**src/ehtb_pkg.sv**
```systemverilog
package ehtb_pkg;

    localparam int HASH_W = 28;
    localparam int SYM_W  = 13;
    localparam int CNT_W  = 12;
    localparam int BKT_W  = 12;
    localparam int CFG_W  = 4;
    localparam int BYTE_W = 8;

    localparam logic [CNT_W-1:0] COUNT_MAX = {CNT_W{1'b1}};

    typedef struct packed {
        logic clear_wr;
        logic accept;
        logic update;
    } t_dp_cmd;

    typedef struct packed {
        logic clear_done;
    } t_dp_sts;

endpackage

```
**src/ehtb_ctrl.sv**
```systemverilog
module ehtb_ctrl (
    input  logic             i_clk,
    input  logic             i_rst_n,
    input  logic             i_valid,
    input  logic             i_last_byte,
    input  logic             i_stall,
    output logic             o_stall,
    output logic             o_valid,
    output ehtb_pkg::t_dp_cmd o_cmd,
    input  ehtb_pkg::t_dp_sts i_sts
);
    import ehtb_pkg::*;

    typedef enum logic [2:0] {
        ST_CLEAR  = 3'b001,
        ST_RUN    = 3'b010,
        ST_UPDATE = 3'b100
    } t_state;

    t_state r_state;
    t_state n_state;
    logic   r_out_valid;
    logic   n_out_valid;
    logic   accept;
    logic   out_free;
    logic   update;

    assign accept   = (r_state == ST_RUN) && i_valid;
    assign out_free = !r_out_valid || !i_stall;
    assign update   = (r_state == ST_UPDATE) && out_free;

    always_comb begin
        n_state = r_state;
        unique case (r_state)
            ST_CLEAR: begin
                if (i_sts.clear_done) begin
                    n_state = ST_RUN;
                end
            end
            ST_RUN: begin
                if (accept && i_last_byte) begin
                    n_state = ST_UPDATE;
                end
            end
            ST_UPDATE: begin
                if (out_free) begin
                    n_state = ST_RUN;
                end
            end
            default: n_state = ST_CLEAR;
        endcase
    end

    assign n_out_valid = update || (r_out_valid && i_stall);

    always_ff @(posedge i_clk) begin
        if (!i_rst_n) begin
            r_state     <= ST_CLEAR;
            r_out_valid <= 1'b0;
        end else begin
            r_state     <= n_state;
            r_out_valid <= n_out_valid;
        end
    end

    assign o_stall        = (r_state != ST_RUN);
    assign o_valid        = r_out_valid;
    assign o_cmd.clear_wr = (r_state == ST_CLEAR);
    assign o_cmd.accept   = accept;
    assign o_cmd.update   = update;

endmodule

```
**config.mk**
```make
export PLATFORM = sky130hd
export DESIGN_NAME = ehtb_ctrl
export DESIGN_NICKNAME = d
export VERILOG_FILES = /design/src/ehtb_pkg.sv /design/src/ehtb_ctrl.sv
export SDC_FILE = /design/constraint.sdc
export NUM_CORES = 1
export LEC_CHECK = 0
export BUFFER_PORTS_ARGS = -buffer_cell sky130_fd_sc_hd__buf_4
export CAP_MARGIN = 0
export CORE_AREA = 2 2 39 41
export DETAILED_ROUTE_END_ITERATION = 8
export DIE_AREA = 0 0 41 43
export PLACE_DENSITY = 0.45
export SLEW_MARGIN = 0
export SYNTH_ARGS = -nofsm -noshare
export SYNTH_HDL_FRONTEND = slang
export SYNTH_SLANG_ARGS = --single-unit
```
**constraint.sdc**
```tcl
create_clock -name i_clk -period 2.3 [get_ports i_clk]
set_input_delay 0.345 -clock i_clk [delete_from_list [all_inputs] [get_ports i_clk]]
set_output_delay 0.345 -clock i_clk [all_outputs]
set_load 0.05 [all_outputs]
```
**After elaboration in Yosys (flattened, before gate mapping)**

Cells that the tools add are included.

- Eq/ne operators: 7
- Mux-type cells: 4
- Reductions and logical operators: 9

Operator list:

| kind | count |
|---|---|
| $mux 3 | 3 |
| $pmux 3 s3 | 1 |
| $logic_and 1x1->1 | 4 |
| $ne 2x1->1 const B | 2 |
| $eq 3x1->1 const B | 1 |
| $eq 3x2->1 const B | 1 |
| $eq 3x3->1 const B | 1 |
| $ne 3x2->1 const B | 1 |
| $reduce_and 3->1 | 1 |
| $logic_not 1->1 | 2 |
| $logic_or 1x1->1 | 2 |
| $ne 2x2->1 const B | 1 |

- Flip-flop bits (word level): 4
- Input bits: 6
- Output and inout bits: 5
- Logic and storage cells: 22

**Depth between registers and ports, before layout**

Gate-level depths: netlist of the first run.

- Word-level depth: 5
- Gate-level depth with buffers: 4
- Gate-level depth less buffers: 3

**Worst setup path before layout of the first run**

No wires, ideal clock.

- Path kind: flip-flop to output port
- Start point: reg r_state[2]
- End point: out o_cmd[2] (netlist bit)
- Data arrival time: 1541 ps
- Data required time: 1955 ps
- Path slack: 414 ps
- Cell stages (with the launch flop): 2
- Buffers on the path: 0
- Cells stage by stage: dfxtp_1 -> nor3b_1

RTL lines:

| what | RTL line | source |
|---|---|---|
| from (decl) | ehtb_ctrl.sv:20 | `t_state r_state;` |
| from (signal assigned) | ehtb_ctrl.sv:61 | `r_state <= n_state;` |
| to (decl) | ehtb_ctrl.sv:9 | `output ehtb_pkg::t_dp_cmd o_cmd,` |

==> results of run 1 <==
==> power by group through the flow <==
stage | sequential, mW | clock [mW] | combinational [mW]
finish | 0.0767 | 0.0844 | 0.0354
global route | 0.0773 | 0.0944 | 0.0378
CTS | 0.0766 | 0.0904 | 0.0358
detailed placement | 0.0777 | 0 | 0.0356
global placement | 0.0774 | 0 | 0.0357
floorplan | 0.0763 | 0 | 0.0222
==> cells by family (layout without fill, tap and decap cells) <==
| kind of cell | after synthesis | count (layout) | share of synthesized area (%) |
|---|---|---|---|
| compound gates | 7 | 7 | 21.5 |
| buf+inv | 3 | 14 | 8.06 |
| flops | 4 | 4 | 34.4 |
| simple gates | 14 | 14 | 36.0 |
==> flip-flops by register name (all words and copies together), names as in the netlist <==
signal   count
r_state      3
o_valid      1
==> area by class of cell <==
type / instances / area, sq um / share of cell area [%]
flip-flops and latches: 4 / 80.1 / 23.9
inverters: 1 / 3.75 / 1.12
multi-input cells: 21 / 134 / 39.9
clock buffers: 3 / 22.5 / 6.72
repair buffers: 10 / 75.1 / 22.4
well taps: 16 / 20.0 / 5.97
==> worst max-delay path: cells and delay by family (launching register included) <==
kind / cells / cell delay [ns]
DFF: 1 / 0.43
buffers and inverters: 1 / 0.20
and+or+nand+nor: 3 / 0.36
==> layout by cell type, fill, tap and decap left out, drive strengths merged <==
cell type and instances:
a21boi 1, a21oi 2, and2b 1, and3b 2
buf 10, clkbuf 3, dfxtp 4, inv 1
nand2 3, nand2b 3, nand3 1, nand4 1
nor2 2, nor3b 1, o21ai 2, o22ai 1
o311ai 1
==> routing by layer <==
layer	share of wire (%)	up-vias
met1	51	90
met3	15	0
li1	-	120
met2	34	12
met4	0	0
met5	0	-
==> metrics by stage <==
stage	hold WS, ns	util, %	area, sq um
after global routing	0.341	24.2	335
final	0.338	24.2	335
after detailed placement	0.551	22.6	313
after global placement	0.544	22.6	313
after CTS	0.327	24.2	335
after floorplan	0.418	-	233
==> worst min-delay path by stage <==
stage / startpoint / end / cells after the start
4_1_cts: i_rst_n / r_state[0]$_SDFFE_PN1P_ / 2
6_report: i_rst_n / r_state[0]$_SDFFE_PN1P_ / 2
2_1_floorplan: i_rst_n / r_state[0]$_SDFFE_PN1P_ / 1
3_3_place_gp: o_valid$_SDFF_PN0_ / o_valid$_SDFF_PN0_ / 2
5_1_grt: i_rst_n / r_state[0]$_SDFFE_PN1P_ / 2
3_5_place_dp: o_valid$_SDFF_PN0_ / o_valid$_SDFF_PN0_ / 2
==> flow_summary.yaml, run 1 <==
worst_setup_path:
  required_ns: 1.96
  slowest_delay_ns: 0.43
  crit_path_end_kind: "primary output"
  critical_path_class: "reg -> out"
  worstPathCellList: "and2b_4 > nand2b_1 > nor2_1 > buf_4"
  crit_arrival_ns: 1.23
  regToRegStartpoint: "r_state[1]$_SDFFE_PN0P_"
  endpoint: "o_cmd[1]"
  critPathLaunch: "r_state[1]$_SDFFE_PN0P_"
  crit_slowest_cell: "dfxtp_1"
  r2r_setup_slack_ns: 1.33
  path_max_fanout: 7
  rr_endpoint: "r_state[1]$_SDFFE_PN0P_"
  startpoint_type: "flop"
  r2r_cells: 3
detailed_routing:
  drt-initial-drc-count: 1
  routed_wl_um: 514
  vias: 222
  first_pass_iters: 4
  drc: 0
  ant_nets: 0
  viasPerCell: 4.04
  drt-wirelength-per-cell_um: 9.35
synthesis:
  avgSynthCellArea_sq_um: 8.31
  netlist_area_sq_um: 233
  synth-warning-count: 0
  syn-num-nets: 34
  netlist-cell-type-count: 17
  ys_seq_area_share_pct: 34.4
  synthArstFlopShare_pct: 0
  synthMostInstantiatedCell: "dfxtp_1"
  synth-edff-count: 0
  synth_area_leader_cell: "dfxtp_1"
  netlist_instances: 28
  synthTopCellsByCount: "dfxtp_1 (4), nand2_1 (3), nand2b_1 (3)"
  yosysTopAreaCellShare_pct: 34.4
  ys_top_cells_by_area: "dfxtp_1 (34%), nand2b_1 (8.1%), and3b_1 (7.5%)"
  yosys_register_bits: 4
  ys.flop_type: "dfxtp_1"
pwr:
  power_frac_seq_pct: 39.0
  power_density_mw_per_mm2: 586
  sw_frac_of_total_pct: 25.2
  power.switching_mw: 0.0495
  power_mw: 0.197
  vdd.ir_drop.worst_mv: 0.144
  p_int_mw: 0.147
  p_clk_share_pct: 42.9
  pwr-share-comb_pct: 18.0
  leakage_nw: 0.145
timing:
  grt_setup_unrepaired: "no"
  finalSetupTns_ns: 0
  fmax_mhz: 635
  slew_headroom_pct: 81.5
  post-route-min-period_ns: 1.58
  period_share_pct: 68.5
  slew_violations: 0
  setup_viol: 0
  tightest_slew_ns: 0.277
  hold_violations: 0
  finClkSkew_ns: 0.00106
  layout_setup_ws_ns: 0.725
cts:
  cts_buffers: 3
  cts_tree: "built"
  cts_hold_buf: 0
  cts_max_level: 1
  cts_resized: 0
  clk_pin_slew_ns: 0.04
  clk_latency_ns: 0.23
  cts_sinks: 4
  post_cts_buffers: 0
  cts-root-buf: "clkbuf_4"
  clockBufferDepth: 2
floorplan:
  fp.coreArea_sq_mm: 0.00138
  dieArea_sq_mm: 0.00176
  initial_core_util_pct: 16.8
  ioPinCount: 11
  fp.dieW_um: 41
  fp.dieH_um: 43
  row_count: 14
global_routing:
  antenna_found_initial: 0
  grtUsageMet3_pct: 3.66
  gr-usage-met2_pct: 6.25
  grt_pass1_wl_um: 703
  grt-ovfl-total: 0
  gr-max-usage-layer: "met4"
  grt_max_degree: 10
  first_global_vias: 179
  met1_usage_pct: 7.99
  grt_use_total_pct: 6.41
min_path:
  hold_class: "in -> reg"
job:
  drv_cap: 0
final_layout:
  diodes: 0
  num-nets-final: 47
  nFillCells: 153
  syn2layout_area_growth_pct: 44.1
  drive_gt1_share_pct: 38.5
  final_cells: 55
placement:
  place_inst: 52
  gp_congestion: 0.666
  place_ws_ns: 0.964
  port_buffers: 10
  dpl.hpwl_um: 378
outcome:
  status: "finished clean"
Power figures use the tool's default switching activity.
==> run 2, diff against run 1 <==
--- a/config.mk
+++ b/config.mk
@@ -5,12 +5,13 @@
 export SDC_FILE = /design/constraint.sdc
 export NUM_CORES = 1
 export LEC_CHECK = 0
+export ABC_AREA = 1
 export BUFFER_PORTS_ARGS = -buffer_cell sky130_fd_sc_hd__buf_4
 export CAP_MARGIN = 0
 export CORE_AREA = 2 2 39 41
 export DETAILED_ROUTE_END_ITERATION = 8
 export DIE_AREA = 0 0 41 43
-export PLACE_DENSITY = 0.45
+export PLACE_DENSITY = 0.47
 export SLEW_MARGIN = 0
 export SYNTH_ARGS = -nofsm -noshare
 export SYNTH_HDL_FRONTEND = slang
==> constraint.sdc (replaced) <==
create_clock -name i_clk -period 1.4 [get_ports i_clk]
set_input_delay 0.21 -clock i_clk [delete_from_list [all_inputs] [get_ports i_clk]]
set_output_delay 0.21 -clock i_clk [all_outputs]
set_load 0.05 [all_outputs]
==> run 2 against run 1 <==
Global-route usage is 1.7 points higher; register-to-register slack worse by 0.88 ns; synthesized cell count is 21% higher; count of clock-buffer cells in the layout stayed put; core utilization is 1.2 points higher; critical path depth stayed put; critical endpoint unchanged.
==> flow_summary.yaml, run 2 <==
synthesis:
  ys_top_cells_by_area: "dfxtp_1 (34%), nand3_1 (15%), inv_1 (11%)"
  ys.flop_type: "dfxtp_1"
  netlist_instances: 34
  syn-num-nets: 40
  netlist_area_sq_um: 238
  ys_seq_area_share_pct: 33.7
  synth_area_leader_cell: "dfxtp_1"
  synth-edff-count: 0
  yosysTopAreaCellShare_pct: 33.7
  avgSynthCellArea_sq_um: 6.99
  netlist-cell-type-count: 12
  yosys_register_bits: 4
  synthTopCellsByCount: "inv_1 (7), nand3_1 (7), dfxtp_1 (4), nand2_1 (4)"
  synthArstFlopShare_pct: 0
  synth-warning-count: 0
worst_setup_path:
  crit_slowest_cell: "dfxtp_1"
  startpoint_type: "flop"
  required_ns: 1.19
  path_buf_inv: 1
  critical_path_class: "reg -> out"
  path_delay_family: "simple AND/OR/NAND/NOR gates"
  slowest_delay_ns: 0.33
  crit_path_end_kind: "primary output"
  worstPathCellList: "nor2_2 > nand2_2 > nor2_4 > buf_4"
  path_max_fanout: 4
  crit_arrival_ns: 1.13
final_layout:
  fin_util_pct: 25.4
  final_common_cell: "buf_4"
  largest_reg_flops: 3
  syn2layout_area_growth_pct: 47.9
  nFillCells: 160
  final_cell_mix: "buf_4 (9), inv_1 (7), nand3_1 (7)"
  drive_gt1_share_pct: 48.9
  diodes: 0
  final_cells: 61
  largest-register: "r_state"
  fin_area_sq_um: 352
  num-nets-final: 53
timing:
  slew_headroom_pct: 88.3
  tightest_slew_ns: 0.176
  hold_violations: 0
  slew_violations: 0
  setup_viol: 0
  fmax_mhz: 745
  period_share_pct: 95.9
  finClkSkew_ns: 0.00304
  post-route-min-period_ns: 1.34
  layout_setup_ws_ns: 0.0573
pwr:
  sw_frac_of_total_pct: 41.8
  power_density_mw_per_mm2: 1470
  power_mw: 0.517
  power.switching_mw: 0.216
  power_frac_seq_pct: 30.3
  vdd.ir_drop.worst_mv: 0.324
  p_clk_share_pct: 27.9
  leakage_nw: 0.174
  pwr-share-comb_pct: 41.8
  p_int_mw: 0.301
placement:
  dpl.hpwl_um: 422
  gp_congestion: 0.689
  port_buffers: 10
  place_inst: 58
  place_ws_ns: 0.293
  placed_area_sq_um: 318
min_path:
  hold_class: "in -> reg"
floorplan:
  row_count: 14
  fp.dieW_um: 41
  ioPinCount: 11
  fp.dieH_um: 43
  dieArea_sq_mm: 0.00176
  initial_core_util_pct: 17.2
  fp.coreArea_sq_mm: 0.00138
detailed_routing:
  drt-initial-drc-count: 0
  routed_wl_um: 527
  viasPerCell: 4.03
  first_pass_iters: 1
  ant_nets: 0
  drt-wirelength-per-cell_um: 8.64
  drc: 0
  vias: 246
cts:
  cts-root-buf: "clkbuf_4"
  clockBufferDepth: 2
  cts_hold_buf: 0
  clk_pin_slew_ns: 0.04
  cts_buffers: 3
  cts_sinks: 4
  clk_latency_ns: 0.23
  cts_tree: "built"
  cts_max_level: 1
outcome:
  status: "finished clean"
global_routing:
  grt_pass1_wl_um: 834
  grt_max_degree: 5
  grt_use_total_pct: 8.13
  first_global_vias: 227
  grt-ovfl-total: 0
  antenna_found_initial: 0
job:
  drv_cap: 0
run 2: cell count changes after synthesis, moves of 2 or more:
cell	change
nand3_1	+6
nand2b_1	-3
a21oi_2	+2
inv_1	+6
nand2_2	+2
and3b_1	-2
run 2: timing repair:
item / CTS / global route
buffers inserted: 0 / 0
gates resized for setup: 0 / 4
endpoints found under the setup margin: 0 / 1
run 2: area by class of cell:
cell class	count	area, sq um	share of cell area, %
Clock buffer	3	22.5	6.41
Inverter	7	26.3	7.47
Multi-Input combinational cell	21	124	35.2
Sequential cell	4	80.1	22.8
Tap cell	16	20.0	5.69
Timing Repair Buffer	10	78.8	22.4
run 2: metrics by stage:
| stage | hold WS, ns | setup TNS [ns] |
|---|---|---|
| finish | 0.182 | 0 |
| floorplan | 0.294 | 0 |
| global route | 0.190 | -0.00492 |
| global placement | 0.431 | 0 |
| detailed placement | 0.430 | 0 |
| CTS | 0.178 | 0 |
run 2: kinds of logic (layout without fill, tap and decap cells):
group	Yosys count	in the layout	share of synthesized area, %
buf+inv	9	20	17.4
simple gates	18	18	39.5
flops	4	4	33.7
compound gates	3	3	9.47
run 2: path summary, 6_finish.rpt:
check	start	to	slack [ns]	cells past startpoint
min reg2reg	o_valid$_SDFF_PN0_	o_valid$_SDFF_PN0_	0.49	2
max reg2reg	r_state[1]$_SDFFE_PN0P_	r_state[1]$_SDFFE_PN0P_	0.45	5
max	r_state[2]$_SDFFE_PN0P_	o_cmd[1]	0.06	4
min	i_rst_n	r_state[0]$_SDFFE_PN1P_	0.18	2
run 2: power groups by stage:
stage | combinational, mW | clock [mW] | sequential, mW
3_3_place_gp | 0.215 | 0 | 0.155
2_1_floorplan | 0.161 | 0 | 0.151
3_5_place_dp | 0.212 | 0 | 0.156
6_report | 0.216 | 0.144 | 0.157
4_1_cts | 0.215 | 0.150 | 0.153
5_1_grt | 0.238 | 0.160 | 0.161
run 2: metal layers:
| metal | part of all wire, % | GRT usage, % | routed length, um |
|---|---|---|---|
| met5 | 0 | 0 | 0 |
| met4 | 2.7 | 10.0 | 14 |
| met3 | 2.3 | 4.71 | 12 |
| met2 | 59 | 11.3 | 309 |
| met1 | 36 | 6.75 | 190 |
